### src/design/kth_pkg.sv
// ----------------------------------------------------------------------------
// kth_pkg: shared constants for the key table with hold flag
// Field widths, operation codes and status codes.
// ----------------------------------------------------------------------------
package kth_pkg;

    localparam int KEY_W      = 16;
    localparam int KIND_W     = 2;
    localparam int STATUS_W   = 3;
    localparam int CFG_W      = 5;
    localparam int OUT_CNT_W  = 5;

    localparam logic [CFG_W-1:0] CAP_RESET = 5'd16;

    localparam logic [KIND_W-1:0] KIND_INSERT  = 2'd0;
    localparam logic [KIND_W-1:0] KIND_REMOVE  = 2'd1;
    localparam logic [KIND_W-1:0] KIND_ACQUIRE = 2'd2;
    localparam logic [KIND_W-1:0] KIND_RELEASE = 2'd3;

    localparam logic [STATUS_W-1:0] STATUS_OK       = 3'd0;
    localparam logic [STATUS_W-1:0] STATUS_HELD     = 3'd1;
    localparam logic [STATUS_W-1:0] STATUS_NOT_HELD = 3'd2;
    localparam logic [STATUS_W-1:0] STATUS_FULL     = 3'd3;
    localparam logic [STATUS_W-1:0] STATUS_DUP      = 3'd4;
    localparam logic [STATUS_W-1:0] STATUS_MISSING  = 3'd5;

endpackage

### src/design/key_table_with_hold_flag.sv
// ----------------------------------------------------------------------------
// key_table_with_hold_flag: bounded key table with per-key hold flag
// Insert, remove, acquire and release on unique 16-bit keys, found by a
// linear scan with one comparator over a single-port-write table memory.
//
//   channel   direction  handshake          payload
//   s_        in         s_valid / s_ready  s_kind, s_key
//   m_        out        m_valid / m_ready  m_status, m_entry_count
//   cfg_      in         cfg_we             cfg_wdata (capacity limit)
//
// A request scans the stored keys one per cycle through the memory read port;
// a remove then moves the last entry into the freed slot, and an insert on a
// full table skips the scan. The output register holds one result, so the next
// request scans while a result waits; it stalls only at its finish.
// Reset: synchronous, active low; count clears, table contents undefined.
// ----------------------------------------------------------------------------
module key_table_with_hold_flag #(
    parameter int TABLE_DEPTH = 16
) (
    input  logic                          aclk,
    input  logic                          aresetn,

    input  logic                          s_valid,
    output logic                          s_ready,
    input  logic [kth_pkg::KIND_W-1:0]    s_kind,
    input  logic [kth_pkg::KEY_W-1:0]     s_key,

    output logic                          m_valid,
    input  logic                          m_ready,
    output logic [kth_pkg::STATUS_W-1:0]  m_status,
    output logic [kth_pkg::OUT_CNT_W-1:0] m_entry_count,

    input  logic                          cfg_we,
    input  logic [kth_pkg::CFG_W-1:0]     cfg_wdata
);

    localparam int CNT_W  = $clog2(TABLE_DEPTH + 1);
    localparam int AW     = (TABLE_DEPTH > 1) ? $clog2(TABLE_DEPTH) : 1;
    localparam int LIM_W  = (CNT_W > kth_pkg::CFG_W) ? CNT_W : kth_pkg::CFG_W;
    localparam int WORD_W = kth_pkg::KEY_W + 1;

    localparam logic [2:0] ST_IDLE    = 3'd0;
    localparam logic [2:0] ST_SCAN    = 3'd1;
    localparam logic [2:0] ST_MOVE_RD = 3'd2;
    localparam logic [2:0] ST_MOVE_WR = 3'd3;
    localparam logic [2:0] ST_FINISH  = 3'd4;

    logic [2:0]                    state_reg, state_next;
    logic [kth_pkg::KIND_W-1:0]    kind_reg, kind_next;
    logic [kth_pkg::KEY_W-1:0]     key_reg, key_next;
    logic [CNT_W-1:0]              count_reg, count_next;
    logic [kth_pkg::CFG_W-1:0]     cap_reg;
    logic [CNT_W-1:0]              scan_idx_reg, scan_idx_next;
    logic                          cmp_valid_reg, cmp_valid_next;
    logic [AW-1:0]                 cmp_idx_reg, cmp_idx_next;
    logic [AW-1:0]                 slot_reg, slot_next;
    logic [kth_pkg::STATUS_W-1:0]  status_reg, status_next;
    logic                          m_valid_reg, m_valid_next;
    logic [kth_pkg::STATUS_W-1:0]  m_status_reg, m_status_next;
    logic [kth_pkg::OUT_CNT_W-1:0] m_count_reg, m_count_next;

    logic [WORD_W-1:0] key_mem [TABLE_DEPTH];
    logic [WORD_W-1:0] rd_data_reg;
    logic              rd_en, wr_en;
    logic [AW-1:0]     rd_addr, wr_addr;
    logic [WORD_W-1:0] wr_data;

    logic [LIM_W-1:0]  limit;
    logic              is_full;
    logic              hit;
    logic [CNT_W-1:0]  last_idx;
    logic              rd_flag;

    always_comb begin
        if (LIM_W'(cap_reg) < LIM_W'(TABLE_DEPTH)) begin
            limit = LIM_W'(cap_reg);
        end else begin
            limit = LIM_W'(TABLE_DEPTH);
        end
    end

    assign is_full  = LIM_W'(count_reg) >= limit;
    assign hit      = cmp_valid_reg && (rd_data_reg[kth_pkg::KEY_W-1:0] == key_reg);
    assign rd_flag  = rd_data_reg[kth_pkg::KEY_W];
    assign last_idx = count_reg - CNT_W'(1);

    assign s_ready       = (state_reg == ST_IDLE);
    assign m_valid       = m_valid_reg;
    assign m_status      = m_status_reg;
    assign m_entry_count = m_count_reg;

    always_comb begin
        state_next     = state_reg;
        kind_next      = kind_reg;
        key_next       = key_reg;
        count_next     = count_reg;
        scan_idx_next  = scan_idx_reg;
        cmp_valid_next = 1'b0;
        cmp_idx_next   = cmp_idx_reg;
        slot_next      = slot_reg;
        status_next    = status_reg;
        m_valid_next   = m_valid_reg && !m_ready;
        m_status_next  = m_status_reg;
        m_count_next   = m_count_reg;
        rd_en          = 1'b0;
        rd_addr        = scan_idx_reg[AW-1:0];
        wr_en          = 1'b0;
        wr_addr        = slot_reg;
        wr_data        = {1'b0, key_reg};

        case (state_reg)
            ST_IDLE: begin
                if (s_valid) begin
                    kind_next     = s_kind;
                    key_next      = s_key;
                    scan_idx_next = '0;
                    if (s_kind == kth_pkg::KIND_INSERT && is_full) begin
                        status_next = kth_pkg::STATUS_FULL;
                        state_next  = ST_FINISH;
                    end else begin
                        state_next = ST_SCAN;
                    end
                end
            end
            ST_SCAN: begin
                if (hit) begin
                    slot_next  = cmp_idx_reg;
                    state_next = ST_FINISH;
                    case (kind_reg)
                        kth_pkg::KIND_INSERT: begin
                            status_next = kth_pkg::STATUS_DUP;
                        end
                        kth_pkg::KIND_REMOVE: begin
                            state_next = ST_MOVE_RD;
                        end
                        kth_pkg::KIND_ACQUIRE: begin
                            if (rd_flag) begin
                                status_next = kth_pkg::STATUS_HELD;
                            end else begin
                                wr_en       = 1'b1;
                                wr_addr     = cmp_idx_reg;
                                wr_data     = {1'b1, key_reg};
                                status_next = kth_pkg::STATUS_OK;
                            end
                        end
                        default: begin
                            if (!rd_flag) begin
                                status_next = kth_pkg::STATUS_NOT_HELD;
                            end else begin
                                wr_en       = 1'b1;
                                wr_addr     = cmp_idx_reg;
                                wr_data     = {1'b0, key_reg};
                                status_next = kth_pkg::STATUS_OK;
                            end
                        end
                    endcase
                end else if (scan_idx_reg == count_reg) begin
                    state_next = ST_FINISH;
                    if (kind_reg == kth_pkg::KIND_INSERT) begin
                        wr_en       = 1'b1;
                        wr_addr     = count_reg[AW-1:0];
                        wr_data     = {1'b0, key_reg};
                        count_next  = count_reg + CNT_W'(1);
                        status_next = kth_pkg::STATUS_OK;
                    end else begin
                        status_next = kth_pkg::STATUS_MISSING;
                    end
                end else begin
                    rd_en          = 1'b1;
                    rd_addr        = scan_idx_reg[AW-1:0];
                    cmp_valid_next = 1'b1;
                    cmp_idx_next   = scan_idx_reg[AW-1:0];
                    scan_idx_next  = scan_idx_reg + CNT_W'(1);
                end
            end
            ST_MOVE_RD: begin
                rd_en      = 1'b1;
                rd_addr    = last_idx[AW-1:0];
                state_next = ST_MOVE_WR;
            end
            ST_MOVE_WR: begin
                wr_en       = 1'b1;
                wr_addr     = slot_reg;
                wr_data     = rd_data_reg;
                count_next  = last_idx;
                status_next = kth_pkg::STATUS_OK;
                state_next  = ST_FINISH;
            end
            ST_FINISH: begin
                if (!m_valid_reg || m_ready) begin
                    m_valid_next  = 1'b1;
                    m_status_next = status_reg;
                    m_count_next  = kth_pkg::OUT_CNT_W'(count_reg);
                    state_next    = ST_IDLE;
                end
            end
            default: begin
                state_next = ST_IDLE;
            end
        endcase
    end

    always_ff @(posedge aclk) begin
        if (wr_en) begin
            key_mem[wr_addr] <= wr_data;
        end
        if (rd_en) begin
            rd_data_reg <= key_mem[rd_addr];
        end
    end

    always_ff @(posedge aclk) begin
        if (!aresetn) begin
            state_reg     <= ST_IDLE;
            count_reg     <= '0;
            cap_reg       <= kth_pkg::CAP_RESET;
            cmp_valid_reg <= 1'b0;
            m_valid_reg   <= 1'b0;
        end else begin
            state_reg     <= state_next;
            count_reg     <= count_next;
            cmp_valid_reg <= cmp_valid_next;
            m_valid_reg   <= m_valid_next;
            if (cfg_we) begin
                cap_reg <= cfg_wdata;
            end
        end
    end

    always_ff @(posedge aclk) begin
        kind_reg     <= kind_next;
        key_reg      <= key_next;
        scan_idx_reg <= scan_idx_next;
        cmp_idx_reg  <= cmp_idx_next;
        slot_reg     <= slot_next;
        status_reg   <= status_next;
        m_status_reg <= m_status_next;
        m_count_reg  <= m_count_next;
    end

`ifndef NO_ASSERTIONS
    a_count_bound: assert property (@(posedge aclk) disable iff (!aresetn)
        count_reg <= CNT_W'(TABLE_DEPTH))
        else $error("entry count above table depth");

    a_cmp_in_scan: assert property (@(posedge aclk) disable iff (!aresetn)
        cmp_valid_reg |-> state_reg == ST_SCAN)
        else $error("compare data valid outside scan");

    a_no_idle_write: assert property (@(posedge aclk) disable iff (!aresetn)
        wr_en |-> state_reg != ST_IDLE && state_reg != ST_FINISH)
        else $error("table write while idle or finishing");

    a_accept_keeps_count: assert property (@(posedge aclk) disable iff (!aresetn)
        (s_valid && s_ready) |=> $stable(count_reg))
        else $error("count changed on request transfer");
`endif

endmodule

### config.mk
export PLATFORM = sky130hd
export DESIGN_NAME = key_table_with_hold_flag
export DESIGN_NICKNAME = d
export VERILOG_FILES = /design/src/design/kth_pkg.sv /design/src/design/key_table_with_hold_flag.sv
export SDC_FILE = /design/constraint.sdc
export NUM_CORES = 1
export LEC_CHECK = 0
export BUFFER_PORTS_ARGS = -buffer_cell sky130_fd_sc_hd__buf_4
export CAP_MARGIN = 30
export CORE_UTILIZATION = 51
export CTS_CLUSTER_DIAMETER = 150
export DETAILED_ROUTE_END_ITERATION = 6
export GPL_TIMING_DRIVEN = 0
export PLACE_DENSITY = 0.75
export SKIP_CTS_REPAIR_TIMING = 1
export SLEW_MARGIN = 10
export SYNTH_ARGS = -nofsm -noshare
export SYNTH_HDL_FRONTEND = slang
export SYNTH_SLANG_ARGS = --single-unit
### constraint.sdc
create_clock -name aclk -period 12.6 [get_ports aclk]
set_input_delay 1.26 -clock aclk [delete_from_list [all_inputs] [get_ports aclk]]
set_output_delay 1.26 -clock aclk [all_outputs]
set_load 0.02 [all_outputs]
==> flow_metrics.tcl <==
set metrics [dict create \
    layout_setup_ws_ns 8.088 \
    dpl_wire_length_um 24540 \
    max_freq_mhz 221.6 \
    worst_slew_pin_slew_ns 1.033 \
    dpl_worst_slack_ns 8.199 \
    postSynth.asyncResetShare_pct 0 \
    drt.antenna.violating_nets 0 \
    hold_slack_ns 0.4333 \
    synth_top_family_by_area "compound AO/OA/AOI/OAI gates" \
    die-area_mm2 0.02893 \
    cpMostUsedCell "clkbuf_1" \
    post-synth-top-area-fraction_pct 68.98 \
    drt_wl_total_um 35900 \
    adder_cell_fraction_of_synth_area_pct 0.6946 \
    worst_skew_pair.late_latency_ns 0.55 \
    core-area_mm2 0.02778 \
    synth.yosys.seq_area_share_pct 71.06 \
    finalHoldViolCount 0 \
    slew_headroom_pct 30.67 \
    synth_edf_count 331 \
    fin_area_mm2 0.01651 \
    antenna_cells_inserted 0 \
    rsz_0062_raised_after_global_routing "no" \
    nFillCells 2173 \
    synth_simple_gate_area_share_pct 10.73 \
    drt_pre_antenna_iters 5 \
    post_synthesis_mux_area_share_pct 2.179 \
    mappedNetlistNets 1070 \
    cp.buffers_inverters 3 \
    pin_count 38 \
    largest_register_ffs 272 \
    portBuffers 36 \
    drt_iter0_drc 1081 \
    cp_cell_sequence "nor3b_1, clkbuf_1, mux2i_2, clkbuf_1, buf_1, a31oi_1, a211oi_1, a21oi_1" \
    synth_compound_gate_area_share_pct 11.51 \
    synthFlopType "edfxtp_1" \
    critical_path_class "flip-flop to flip-flop" \
    min_period_over_period_pct 35.81 \
    worst_clock_skew_ns 0.03120 \
    finalSetupViolCount 0 \
    fin_nets 1164 \
    htreeDepth 2 \
    worstPathMaxFanout 10 \
    clk_pin_slew_ns 0.06 \
    route.detailed.wl_per_inst_um 23.40 \
    leakagePower_nw 5.271 \
    timing.critical_path.from "state_reg[2]" \
    mappedNetlistArea_mm2 0.01441 \
    cts_tree "yes" \
    syn2layout_area_growth_pct 14.55 \
    first_global_vias 9128 \
    remaining_drc_errors 0 \
    timing.critical_path.required_ns 12.85 \
    post_synthesis_area_per_instance_um2 13.94 \
    overflow 0 \
    synthesis.instances 1034 \
    ir_drop_mv 0.1503 \
    synthesis_stage_register_bit_count 346 \
    setup_total_negative_slack_ns 0 \
    hold_path.class "flip-flop to flip-flop" \
    max_cap_violations 0 \
    initial_utilization_pct 51.87 \
    power_density_mw_per_mm2 171.8 \
    std_cell_rows 61 \
    power_mw 2.837 \
    grt_pass1_wl_um 54770 \
    grt_antenna_before_repair 0 \
    placer_s_final_routability_congestion_estimate 0.9886 \
    clockRootBuffer "clkbuf_16" \
    detail_route.vias_per_cell 5.944 \
    groute.usage.overall_pct 26.03 \
    die_w_um 170.1 \
    clkSinkCount 346 \
    critical_path.startpoint_type "flip-flop" \
    placed_cell_area_mm2 0.01542 \
    synth_top_cells_by_area "edfxtp_1 (69%), a211oi_1 (4.6%), nand2_1 (4.0%)" \
    worst_ep_arrival_time_ns 4.76 \
    critical_path.top_delay_family "buffers and inverters" \
    layout-drive-gt1-share_pct 13.93 \
    maximum_number_of_pins_on_one_net_before_global_route_repair 20 \
    endpoint_kind "flip-flop" \
    crit_path_max_incr_delay_ns 0.85 \
    min-delay-start "status_reg[1]" \
    timing.final.crit_period_ns 4.512 \
    post_route_insts_no_fill 1534 \
    numPlacedInstances 1468 \
    final_core_util_pct 59.42 \
    crit_slowest_cell "mux2i_2" \
    final-max-slew-violation-count 0 \
    yosys_warnings 0 \
    post_synth_xor_area_fraction_pct 1.763 \
    synthMostInstantiatedCell "edfxtp_1" \
    yosys.area.top_type "edfxtp_1" \
    synthDistinctLibCells 56 \
    die_height_um 170.1 \
    commonest_cells_in_the_netlist "edfxtp_1 (331), nand2_1 (154), a211oi_1 (89), and2_1 (74), clkbuf_1 (57)" \
    max-clock-path-buffers 3 \
    run_status "finished, final reports clean" \
    detailroute.via_count 9118 \
    critical_path.reg2reg.startpoint "state_reg[2]" \
    cts_buffers 36 \
]
metal layers:
layer | vias to the layer above | routed length (µm) | GRT usage, %
met5 | - | 0 | 0
met4 | 0 | 1574 | 12.03
met3 | 83 | 3022 | 4.372
met2 | 398 | 16840 | 42.02
met1 | 4473 | 14470 | 34.64
li1 | 4164 | - | -
logic make-up (layout without fill, tap and decap cells):
kind of cell             after synthesis  after routing
AO/OA/AOI/OAI                        234            234
XOR/XNOR                              29             29
adder cells (fa/ha/maj)                8              8
buffers and inverters                 74            196
flip-flops                           346            346
multiplexers                          29             29
AND/OR/NAND/NOR                      314            314
cell type report:
cell class / count / area, µm² / area share [%]
multi-input cells: 614 / 3965 / 24.02
repair buffers: 56 / 450.4 / 2.729
plain buffers: 67 / 270.3 / 1.637
well taps: 378 / 473.0 / 2.865
clock inverters: 16 / 128.9 / 0.7807
flip-flops and latches: 346 / 10240 / 62.03
clock buffers: 50 / 953.4 / 5.776
inverters: 7 / 26.28 / 0.1592
report_power, final:
group | total, mW | switching, mW | leakage, nW | internal (mW)
clock | 0.992 | 0.436 | 0.522 | 0.556
combinational | 0.504 | 0.355 | 1.66 | 0.149
sequential | 1.34 | 0.0242 | 3.08 | 1.32
total | 2.84 | 0.815 | 5.27 | 2.02
placed cells by master (no fill, tap or decap), types with 8 or more instances in the layout:
cell / count
nand2_1: 154
xor2_1: 9
nor3_2: 16
clkbuf_1: 71
xnor2_1: 20
edfxtp_1: 331
dfxtp_1: 15
clkbuf_16: 36
nor3_1: 10
nor2_1: 16
a211oi_1: 89
and2_1: 74
buf_4: 48
a31oi_1: 35
buf_6: 10
mux2i_1: 8
a21oi_1: 42
nor2b_1: 8
mux2_2: 19
a311oi_1: 34
ha_1: 8
final timing paths:
path / cells past startpoint / to / slack, ns
hold reg to reg: 0 / m_status[1] / 0.43
setup reg to reg: 8 / rd_data_reg[10] / 8.09
hold / removal: 0 / m_status[1] / 0.43
setup / recovery: 8 / rd_data_reg[10] / 8.09
Power figures use the tool's default switching activity.
